===== src/rtl/csfp_pkg.sv =====
// ----------------------------------------------------------------------------
// csfp_pkg
// Shared constants and types of the checksum frame parser.
// ----------------------------------------------------------------------------
`default_nettype none

package csfp_pkg;

  localparam logic [7:0] SyncFirst   = 8'hEB;
  localparam logic [7:0] SyncSecond  = 8'h90;
  localparam logic [7:0] EnableOn    = 8'hF0;

  localparam int unsigned PosW       = 4;
  localparam logic [PosW-1:0] PosHunt     = 4'd0;
  localparam logic [PosW-1:0] PosSync2    = 4'd1;
  localparam logic [PosW-1:0] PosCounter  = 4'd2;
  localparam logic [PosW-1:0] PosEnable   = 4'd3;
  localparam logic [PosW-1:0] PosPosLo    = 4'd4;
  localparam logic [PosW-1:0] PosPosHi    = 4'd5;
  localparam logic [PosW-1:0] PosTail     = 4'd6;
  localparam logic [PosW-1:0] LastPayload = 4'd11;
  localparam logic [PosW-1:0] PosCheck    = 4'd12;
  localparam logic [PosW-1:0] FrameLen    = 4'd13;

  localparam int unsigned TailDepth  = 6;
  localparam int unsigned TailIdxW   = 3;

  typedef struct packed {
    logic        byte_accepted;
    logic        frame_done;
    logic [3:0]  bytes_needed;
    logic [7:0]  frame_counter;
    logic        drive_enable;
    logic [15:0] target_position;
    logic [7:0]  extra_byte6;
    logic [7:0]  extra_byte7;
    logic [7:0]  extra_byte8;
    logic [7:0]  extra_byte9;
    logic [7:0]  extra_byte10;
    logic [7:0]  extra_byte11;
  } result_t;

endpackage

`default_nettype wire


===== src/rtl/csfp_tracker.sv =====
// ----------------------------------------------------------------------------
// csfp_tracker
// Frame position, running checksum and field stores; forms one result per byte.
// ----------------------------------------------------------------------------
`default_nettype none

module csfp_tracker (
  input  wire logic              clk_i,
  input  wire logic              rst_ni,
  input  wire logic              take_i,
  input  wire logic [7:0]        rx_byte_i,
  input  wire logic              covers_last_i,
  output csfp_pkg::result_t      res_o
);

  logic [csfp_pkg::PosW-1:0] pos_q, pos_d, pos;
  logic [7:0]                sum_q, sum_d;
  logic [7:0]                counter_q, counter_d;
  logic                      enable_q, enable_d;
  logic [15:0]               position_q, position_d;
  logic [7:0]                tail_q [csfp_pkg::TailDepth];
  logic [7:0]                tail_d [csfp_pkg::TailDepth];
  logic [csfp_pkg::PosW-1:0] tail_off;
  logic [csfp_pkg::TailIdxW-1:0] tail_idx;
  logic                      accepted;
  logic                      done;

  assign tail_off = pos - csfp_pkg::PosTail;
  assign tail_idx = tail_off[csfp_pkg::TailIdxW-1:0];

  always_comb begin
    pos        = (pos_q > csfp_pkg::PosCheck) ? csfp_pkg::PosHunt : pos_q;
    pos_d      = pos;
    sum_d      = sum_q;
    counter_d  = counter_q;
    enable_d   = enable_q;
    position_d = position_q;
    tail_d     = tail_q;
    accepted   = 1'b0;
    done       = 1'b0;

    if (pos == csfp_pkg::PosHunt) begin
      if (rx_byte_i == csfp_pkg::SyncFirst) begin
        accepted = 1'b1;
        sum_d    = 8'd0;
        pos_d    = csfp_pkg::PosSync2;
      end else begin
        pos_d    = csfp_pkg::PosHunt;
      end
    end else if (pos == csfp_pkg::PosSync2) begin
      if (rx_byte_i == csfp_pkg::SyncSecond) begin
        accepted = 1'b1;
        pos_d    = csfp_pkg::PosCounter;
      end else begin
        // drop the partial frame; a fresh first sync restarts it
        sum_d = 8'd0;
        pos_d = (rx_byte_i == csfp_pkg::SyncFirst) ? csfp_pkg::PosSync2
                                                   : csfp_pkg::PosHunt;
      end
    end else if (pos <= csfp_pkg::LastPayload) begin
      accepted = 1'b1;
      if (pos < csfp_pkg::LastPayload || covers_last_i) begin
        sum_d = sum_q + rx_byte_i;
      end
      case (pos)
        csfp_pkg::PosCounter: counter_d = rx_byte_i;
        csfp_pkg::PosEnable:  enable_d = (rx_byte_i == csfp_pkg::EnableOn);
        csfp_pkg::PosPosLo:   position_d[7:0] = rx_byte_i;
        csfp_pkg::PosPosHi:   position_d[15:8] = rx_byte_i;
        default:              tail_d[tail_idx] = rx_byte_i;
      endcase
      pos_d = pos + 4'd1;
    end else begin
      if (rx_byte_i == sum_q) begin
        accepted = 1'b1;
        done     = 1'b1;
        sum_d    = 8'd0;
        pos_d    = csfp_pkg::PosHunt;
      end else begin
        sum_d = 8'd0;
        pos_d = (rx_byte_i == csfp_pkg::SyncFirst) ? csfp_pkg::PosSync2
                                                   : csfp_pkg::PosHunt;
      end
    end
  end

  always_comb begin
    res_o                 = '0;
    res_o.byte_accepted   = accepted;
    res_o.frame_done      = done;
    res_o.bytes_needed    = csfp_pkg::FrameLen - pos_d;
    if (done) begin
      res_o.frame_counter   = counter_q;
      res_o.drive_enable    = enable_q;
      res_o.target_position = position_q;
      res_o.extra_byte6     = tail_q[0];
      res_o.extra_byte7     = tail_q[1];
      res_o.extra_byte8     = tail_q[2];
      res_o.extra_byte9     = tail_q[3];
      res_o.extra_byte10    = tail_q[4];
      res_o.extra_byte11    = tail_q[5];
    end
  end

  always_ff @(posedge clk_i or negedge rst_ni) begin
    if (!rst_ni) begin
      pos_q <= csfp_pkg::PosHunt;
      sum_q <= 8'd0;
    end else if (take_i) begin
      pos_q <= pos_d;
      sum_q <= sum_d;
    end
  end

  always_ff @(posedge clk_i) begin
    if (take_i) begin
      counter_q  <= counter_d;
      enable_q   <= enable_d;
      position_q <= position_d;
      tail_q     <= tail_d;
    end
  end

endmodule

`default_nettype wire


===== src/rtl/csfp_out_reg.sv =====
// ----------------------------------------------------------------------------
// csfp_out_reg
// Result register between the parser and the output channel.
// ----------------------------------------------------------------------------
`default_nettype none

module csfp_out_reg (
  input  wire logic              clk_i,
  input  wire logic              rst_ni,
  input  wire logic              load_i,
  input  csfp_pkg::result_t      res_i,
  input  wire logic              out_stall_i,
  output logic                   out_valid_o,
  output csfp_pkg::result_t      res_o
);

  logic              valid_q, valid_d;
  csfp_pkg::result_t res_q;

  always_comb begin
    valid_d = valid_q;
    if (load_i) begin
      valid_d = 1'b1;
    end else if (!out_stall_i) begin
      valid_d = 1'b0;
    end
  end

  always_ff @(posedge clk_i or negedge rst_ni) begin
    if (!rst_ni) begin
      valid_q <= 1'b0;
    end else begin
      valid_q <= valid_d;
    end
  end

  always_ff @(posedge clk_i) begin
    if (load_i) begin
      res_q <= res_i;
    end
  end

  assign out_valid_o = valid_q;
  assign res_o       = res_q;

endmodule

`default_nettype wire


===== src/rtl/sync_checksum_frame_parser.sv =====
// ----------------------------------------------------------------------------
// sync_checksum_frame_parser
// Hunts for 13-byte frames (EB 90, ten payload bytes, 8-bit sum) in a byte
// stream and reports, for every byte, whether it fitted and what it decoded.
//
// Input channel: rx_byte_i with in_valid_i; a transfer happens when
// in_valid_i is high and in_stall_o is low. Output channel: one result per
// input byte on the *_o field ports, transferred when out_valid_o is high
// and out_stall_i is low.
// The result of a byte is on the outputs in the cycle after its transfer.
// Throughput is one byte per cycle while in_stall_o is low, set by the single
// result register; the frame position and running sum update on each transfer.
// in_stall_o rises only while a result is held back by out_stall_i; the
// held result stays unchanged until taken.
// Reset empties the result register, clears the checksum-range bit and
// returns the parser to hunting for the first sync byte.
// cfg_we_i/cfg_wdata_i write the checksum range bit: 0 sums bytes 2..10,
// 1 sums bytes 2..11. It is sampled when byte 11 arrives.
// ----------------------------------------------------------------------------
`default_nettype none

module sync_checksum_frame_parser (
  input  wire logic        clk_i,
  input  wire logic        rst_ni,
  input  wire logic        cfg_we_i,
  input  wire logic        cfg_wdata_i,
  input  wire logic        in_valid_i,
  output logic             in_stall_o,
  input  wire logic [7:0]  rx_byte_i,
  output logic             out_valid_o,
  input  wire logic        out_stall_i,
  output logic             byte_accepted_o,
  output logic             frame_done_o,
  output logic [3:0]       bytes_needed_o,
  output logic [7:0]       frame_counter_o,
  output logic             drive_enable_o,
  output logic [15:0]      target_position_o,
  output logic [7:0]       extra_byte6_o,
  output logic [7:0]       extra_byte7_o,
  output logic [7:0]       extra_byte8_o,
  output logic [7:0]       extra_byte9_o,
  output logic [7:0]       extra_byte10_o,
  output logic [7:0]       extra_byte11_o
);

  logic              covers_last_q;
  logic              take;
  csfp_pkg::result_t res;
  csfp_pkg::result_t res_out;

  always_ff @(posedge clk_i or negedge rst_ni) begin
    if (!rst_ni) begin
      covers_last_q <= 1'b0;
    end else if (cfg_we_i) begin
      covers_last_q <= cfg_wdata_i;
    end
  end

  assign in_stall_o = out_valid_o & out_stall_i;
  assign take       = in_valid_i & ~in_stall_o;

  csfp_tracker u_tracker (
    .clk_i         (clk_i),
    .rst_ni        (rst_ni),
    .take_i        (take),
    .rx_byte_i     (rx_byte_i),
    .covers_last_i (covers_last_q),
    .res_o         (res)
  );

  csfp_out_reg u_out_reg (
    .clk_i       (clk_i),
    .rst_ni      (rst_ni),
    .load_i      (take),
    .res_i       (res),
    .out_stall_i (out_stall_i),
    .out_valid_o (out_valid_o),
    .res_o       (res_out)
  );

  assign byte_accepted_o   = res_out.byte_accepted;
  assign frame_done_o      = res_out.frame_done;
  assign bytes_needed_o    = res_out.bytes_needed;
  assign frame_counter_o   = res_out.frame_counter;
  assign drive_enable_o    = res_out.drive_enable;
  assign target_position_o = res_out.target_position;
  assign extra_byte6_o     = res_out.extra_byte6;
  assign extra_byte7_o     = res_out.extra_byte7;
  assign extra_byte8_o     = res_out.extra_byte8;
  assign extra_byte9_o     = res_out.extra_byte9;
  assign extra_byte10_o    = res_out.extra_byte10;
  assign extra_byte11_o    = res_out.extra_byte11;

endmodule

`default_nettype wire


===== config.mk =====
export PLATFORM = sky130hd
export DESIGN_NAME = sync_checksum_frame_parser
export DESIGN_NICKNAME = d
export VERILOG_FILES = /design/src/rtl/csfp_pkg.sv /design/src/rtl/csfp_tracker.sv /design/src/rtl/csfp_out_reg.sv /design/src/rtl/sync_checksum_frame_parser.sv
export SDC_FILE = /design/constraint.sdc
export NUM_CORES = 1
export LEC_CHECK = 0
export BUFFER_PORTS_ARGS = -buffer_cell sky130_fd_sc_hd__clkbuf_2
export CORE_MARGIN = 2
export CORE_UTILIZATION = 46
export CTS_CLUSTER_DIAMETER = 80
export CTS_CLUSTER_SIZE = 10
export DETAILED_ROUTE_END_ITERATION = 10
export PLACE_DENSITY_LB_ADDON = 0.25
export SETUP_SLACK_MARGIN = 0.2
export SYNTH_ARGS = -nofsm -noshare
export SYNTH_HDL_FRONTEND = slang
export SYNTH_HIERARCHICAL = 1
export SYNTH_SLANG_ARGS = --single-unit

===== constraint.sdc =====
create_clock -name clk_i -period 20.6 [get_ports clk_i]
set_input_delay 2.06 -clock clk_i [delete_from_list [all_inputs] [get_ports clk_i]]
set_output_delay 2.06 -clock clk_i [all_outputs]
set_load 0.01 [all_outputs]

==> metrics.txt, run 1 <==
Avg Vias per Cell=4.964; area delta synth->final=18.43%; post-route setup TNS=0 ps; Synth Area in Compound Gates=4.975%; #FFs+latches synth=166; die span in y=122.5 microns; clk root buf=clkbuf_16; Hold Path Class=flop to flop; largest net degree at the start of global routing=75; Mapped Cells=393; vias in the first global route=3,234; Pwr Total=0.0008427 W; fin nets=521; leak pwr=2.941 nW; first-pass GRT wire length=16.94 mm; Placed Cells=655; CTS clk-pin slew, worst paths=60 ps; Final Critical Period=4486 ps; Worst Path Max Fanout=3; largest family of logic cells by synthesized area=simple AND/OR/NAND/NOR gates; clock latency on the worst-skew pair=410 ps; WP data required=18,540 ps; Worst Reg2Reg Path Length in Cells=8; port buffer count=94; DR WL/cell=16.35 microns; Die W=122.5 microns; Num CTS Buffers=17; most common cell after layout, fill and taps aside=edfxtp_1; unrepaired setup endpoints after global routing=false; design area=7655 sq um; syn_nets=420; FF-to-FF End=u_tracker/tail_q[15]; Clock Path Buffers=2; Netlist Area Pre-Place=6464 sq um; DP Wirelength=7.175 mm; core footprint=13,830 sq um; via count=3,410; final hold viol count=0; worst hold endpoint=u_tracker/sum_q[4]; Post-synth ARST share=8.434%; Crit. End Element=primary output; register area share after synthesis=76.04%; antenna-violating nets left=0; CTS Sinks=166; fillers=1,101; main flop type after synthesis=edfxtp_1; TritonCTS clock tree=built; Synth Warn #=6; setup bufs post-CTS=0; Ports=95; Worst EP arrival=2430 ps; pwr dens=110.1 nW/um^2; Post-Syn Area per Cell=16.45 sq um; Post-Layout Cell Count=687; hold-critical path depth=2; Slew HR=21.09%; Die Area=15,020 sq um; share of layout cells above drive strength 1=27.61%; GP Congestion=0.8555; Iter 0 DRT Violations=265; sequential cell area=4915 sq um; final setup vio count=0; commonest non-fill, non-tap cells in the layout=edfxtp_1, clkbuf_2, and2_1; Multi-input gate area=1450 sq um; Worst Setup Start Kind=input pin; Post-Synth Simple-Gate Area=13.01%; diodes inserted=0; reg2reg start=u_tracker/pos_q[2]; GRT overflow=0; Synth cell types=55; max_cap viols=0; clk_skew=7.711 ps; initial antenna violation count=0; DR pass1 iterations=4; Std-Cell Rows=43; min-delay src=u_tracker/sum_q[4]; peak supply drop=0.05896 mV; Tcrit/Tclk final=21.78%; Setup CP Type=input pin to primary output; Synth Area in Adders=2.633%; status=finished clean; fmax=222.9 MHz; # resized after CTS=0; GRT Total Usage=15.54%; Slew Viols, Final=0; hold buffers post-CTS=0; Worst R2R Setup Slack=16,960 ps; Slew @ Worst Pin=1181 ps; DP Area=7113 sq um; H-tree depth=4; Post-synth EDFFs=152; total wire length=11.23 mm; Remaining DRCs=0; mux share of post-synthesis cell area=0.5807%; Starting Density=46.75%; XOR/XNOR Fraction of Synth Area=0.9485%
-- final cells by class --
class / count / share of cell area, %
Clock buffer: 27 / 6.440
Tap cell: 180 / 2.942
Inverter: 6 / 0.2942
Multi-Input combinational cell: 205 / 18.94
Timing Repair Buffer: 98 / 6.538
Clock inverter: 5 / 0.6375
Sequential cell: 166 / 64.20
-- synth_stat cells (2+ instances only) --
master,count,area [sq um]
edfxtp_1,152,4564
a211oi_1,3,22.52
clkbuf_2,6,30.03
o31ai_1,4,30.03
nor2_1,12,45.04
buf_2,4,20.02
a21oi_1,5,25.02
or2_2,2,12.51
nand2_1,20,75.07
xnor2_1,3,26.28
nor3_1,4,20.02
nor3b_1,3,22.52
mux2_2,2,22.52
nand4_1,2,12.51
inv_1,6,22.52
o211ai_2,2,25.02
and3_1,2,12.51
buf_4,4,30.03
ha_1,12,150.1
and2_1,74,462.9
a21o_1,4,30.03
xor2_1,4,35.03
nand3b_1,3,22.52
a21boi_0,2,15.01
dfrtp_1,14,350.3
nor4b_1,3,26.28
nand3_1,3,15.01
o21ai_0,9,45.04
nand2b_1,2,12.51
a31oi_1,2,12.51
-- worst max path at each step --
stage | to | cells after the start | startpoint
finish | in_stall_o | 3 | out_stall_i
global route | in_stall_o | 3 | out_stall_i
CTS | in_stall_o | 3 | out_stall_i
detailed placement | u_tracker/tail_q[13] | 6 | out_stall_i
global placement | u_out_reg/res_o[31] | 6 | rx_byte_i[1]
floorplan | u_tracker/tail_q[40] | 5 | in_valid_i
-- critical path: stages --
cell      delay, ps
clkbuf_2        110
and2_1          140
clkbuf_2        120
-- report_power, final --
part | internal, W | switching (W)
clock | 0.000175 | 0.000112
combinational | 0.0000511 | 0.0000853
sequential | 0.000402 | 0.0000171
total | 0.000628 | 0.000214
-- per-stage QoR --
step	setup WS, ps	util, %	hold slack (ps)
4_1_cts	16110	55.36	493.7
3_3_place_gp	15980	51.44	466.4
3_5_place_dp	15960	51.44	480.1
5_1_grt	16080	55.36	507.6
2_1_floorplan	10660	-	447.3
6_report	16110	55.36	487.2
-- logic make-up (layout without fill, tap and decap cells) --
| logic type | Yosys count | in the layout |
|---|---|---|
| buffers and inverters | 22 | 136 |
| DFF | 166 | 166 |
| and+or+nand+nor | 141 | 141 |
| muxes | 3 | 3 |
| adders and majority gates | 13 | 13 |
| AOI/OAI and AO/OA | 41 | 41 |
| xor gates and xnor gates | 7 | 7 |
-- flip-flops by register name, indices dropped and copies added (netlist names) --
name / flops
u_tracker/position_q: 16
u_tracker/tail_q: 48
u_tracker/enable_q: 1
u_out_reg/res_o: 79
covers_last_q: 1
u_tracker/pos_q: 4
u_tracker/sum_q: 8
u_out_reg/out_valid_o: 1
u_tracker/counter_q: 8
-- routing by layer --
metal | wire length, microns | vias to the layer above | global-route usage [%]
met2 | 5669 | 81 | 24.51
met1 | 4989 | 1673 | 20.50
met4 | 108 | 0 | 6.609
li1 | - | 1647 | -
met5 | 0 | - | 0
met3 | 463 | 9 | 4.089
Note: power is estimated with default switching activity, not from simulation.
==> run 2: changes to the inputs <==
==> constraint.sdc (replaced) <==
create_clock -name clk_i -period 3.9 [get_ports clk_i]
set_input_delay 0.39 -clock clk_i [delete_from_list [all_inputs] [get_ports clk_i]]
set_output_delay 0.39 -clock clk_i [all_outputs]
set_load 0.01 [all_outputs]
==> run 2 against run 1 <==
Clock skew increased by 2.6 ps. Combinational power increased to 5.4 times the previous value. Worst setup slack got worse by 16000 ps. Worst hold slack got worse by 290 ps. Die area unchanged. Cell area increased by 2.4%. Sequential power increased to 5.3 times the previous value. Non-clock buffer count increased by 6. Routed wire length increased by 8.2%. Critical endpoint is now u_tracker/tail_q[47]. Global-route usage increased by 1.8 points.
==> metrics.txt, run 2 (synthesis results as in run 1) <==
die span in y=122.5 microns (unchanged); DP Area=7161 sq um (+0.67%); Starting Density=46.75% (unchanged); WP data required=3960 ps (-14,580 ps); fmax=300.7 MHz; pwr dens=615.4 nW/um^2 (+460%); antenna-violating nets left=0 (unchanged); GP Congestion=0.8753 (+2.3%); final setup vio count=0 (unchanged); Final WS setup=574.5 ps (-15,540 ps); Hold Path Class=input pin to flop; FF-to-FF End=u_tracker/tail_q[47]; leak pwr=3.025 nW (+2.8%); DR WL/cell=17.54 microns (+7.3%); Worst Path Max Fanout=13 (+10); DR pass1 iterations=4 (unchanged); Crit. End Element=flop; post-route setup TNS=0 ps (unchanged); DP Wirelength=7.970 mm (+11%); max_cap viols=0 (unchanged); Tcrit/Tclk final=85.27%; worst hold endpoint=covers_last_q; Remaining DRCs=0 (unchanged); status=finished clean; design area=7839 sq um (+2.4%); Die Area=15,020 sq um (unchanged); clock latency on the worst-skew pair=420 ps (about the same); core footprint=13,830 sq um (unchanged); CTS clk-pin slew, worst paths=60 ps (about the same); GRT overflow=0 (unchanged); TritonCTS clock tree=built; port buffer count=94 (unchanged); Setup CP Type=flop to flop; Die W=122.5 microns (unchanged); clk_skew=10.36 ps (+2.648 ps); area delta synth->final=21.27%; Clock Path Buffers=2 (unchanged); hold-critical path depth=2 (unchanged); fillers=1,080 (-1.9%); fin nets=527 (+1.2%); max reg flops=79 (unchanged); Worst R2R Setup Slack=570 ps (-16,390 ps); diodes inserted=0 (unchanged); Worst Setup Start Kind=flop; via count=3,450 (+1.2%); dpl ws=593.9 ps (-15,370 ps); Slew Viols, Final=0 (unchanged); # resized after CTS=0 (unchanged); largest net degree at the start of global routing=81 (+8.0%); Slew HR=32.27% (+11 points); final hold viol count=0 (unchanged); Iter 0 DRT Violations=275 (+3.8%); Slew @ Worst Pin=1016 ps (-164.9 ps); GRT Total Usage=17.36% (+1.8 points); Worst EP arrival=3380 ps (+950 ps); vias in the first global route=3,393 (+4.9%); total wire length=12.15 mm (+8.2%); Num CTS Buffers=17 (unchanged); Avg Vias per Cell=4.978 (+0.30%); Worst Reg2Reg Path Length in Cells=8 (unchanged); Std-Cell Rows=43 (unchanged); min-delay src=cfg_wdata_i; peak supply drop=0.2675 mV (+350%); clk root buf=clkbuf_16; reg2reg start=u_tracker/pos_q[2]; Final Critical Period=3326 ps; Pwr Total=0.004824 W (+470%); initial antenna violation count=0 (unchanged); H-tree depth=4 (unchanged); share of layout cells above drive strength 1=29.63% (+2.0 points); first-pass GRT wire length=18.66 mm (+10%); CTS Sinks=166 (unchanged); commonest non-fill, non-tap cells in the layout=edfxtp_1, clkbuf_2, and2_1; Ports=95 (unchanged); most common cell after layout, fill and taps aside=edfxtp_1; unrepaired setup endpoints after global routing=false
## run 2: cell types whose count changed in the layout (fill, tap and decap cells not counted), sizes merged
cell / change
clkbuf: -7
buf: +5
bufinv: +5
clkinv: -2
clkinvlp: +2
inv: +2
dlygate4sd3: +1
## run 2: timing repair
action	in CTS	in global routing
buffers inserted	0	0
hold endpoints to repair	14	0
hold buffers	1	0
## run 2: through the flow
step                util, %  cells  hold WS (ps)
floorplan                 -    393         94.41
global placement      51.79    660         337.8
detailed placement    51.79    660         342.8
CTS                   56.69    693         178.4
global route          56.69    693         196.1
finish                56.69    693         195.1
## run 2: layer usage
metal  up-vias  GRT usage (%)  part of all wire (%)
met2        93          26.60                    48
met1      1670          23.33                    45
met3        18          4.461                   5.1
met4         0          8.261                   2.1
met5         -              0                     0
li1       1669              -                     -
## run 2: worst max path at each step
| stage | from | endpoint | slack [ps] | depth (start not counted) |
|---|---|---|---|---|
| after floorplan | u_out_reg/out_valid_o | u_tracker/tail_q[40] | 340 | 5 |
| after global placement | u_tracker/pos_q[2] | u_tracker/tail_q[43] | 680 | 8 |
| after detailed placement | u_tracker/pos_q[2] | u_tracker/tail_q[46] | 590 | 8 |
| after CTS | u_tracker/pos_q[2] | u_tracker/tail_q[47] | 600 | 8 |
| after global routing | u_tracker/pos_q[2] | u_tracker/tail_q[36] | 340 | 9 |
| final | u_tracker/pos_q[2] | u_tracker/tail_q[47] | 570 | 8 |
## run 2: final cells by class
type / instances / area, sq um / area share (%)
clock inverter: 12 / 221.5 / 2.825
tap: 180 / 225.2 / 2.873
sequential: 166 / 4915 / 62.70
timing repair buffer: 104 / 548.0 / 6.991
clock buffer: 20 / 446.7 / 5.698
inverter: 6 / 22.52 / 0.2873
multi-input combinational: 205 / 1460 / 18.63
## run 2: where the power goes
group          switching (W)  internal, W  total (W)
registers          0.0000911      0.00212    0.00222
clock network       0.000650      0.00122    0.00187
logic               0.000466     0.000275   0.000740
total                0.00121      0.00362    0.00482
## run 2: worst max-delay path: stages, from the launching register on
cell and delay [ps]:
dfrtp_1 520, a21oi_1 350, inv_1 120, ha_1 290, nor2_1 330, o32a_2 270, o2111ai_1 160, or2_2 370
nor3b_2 570
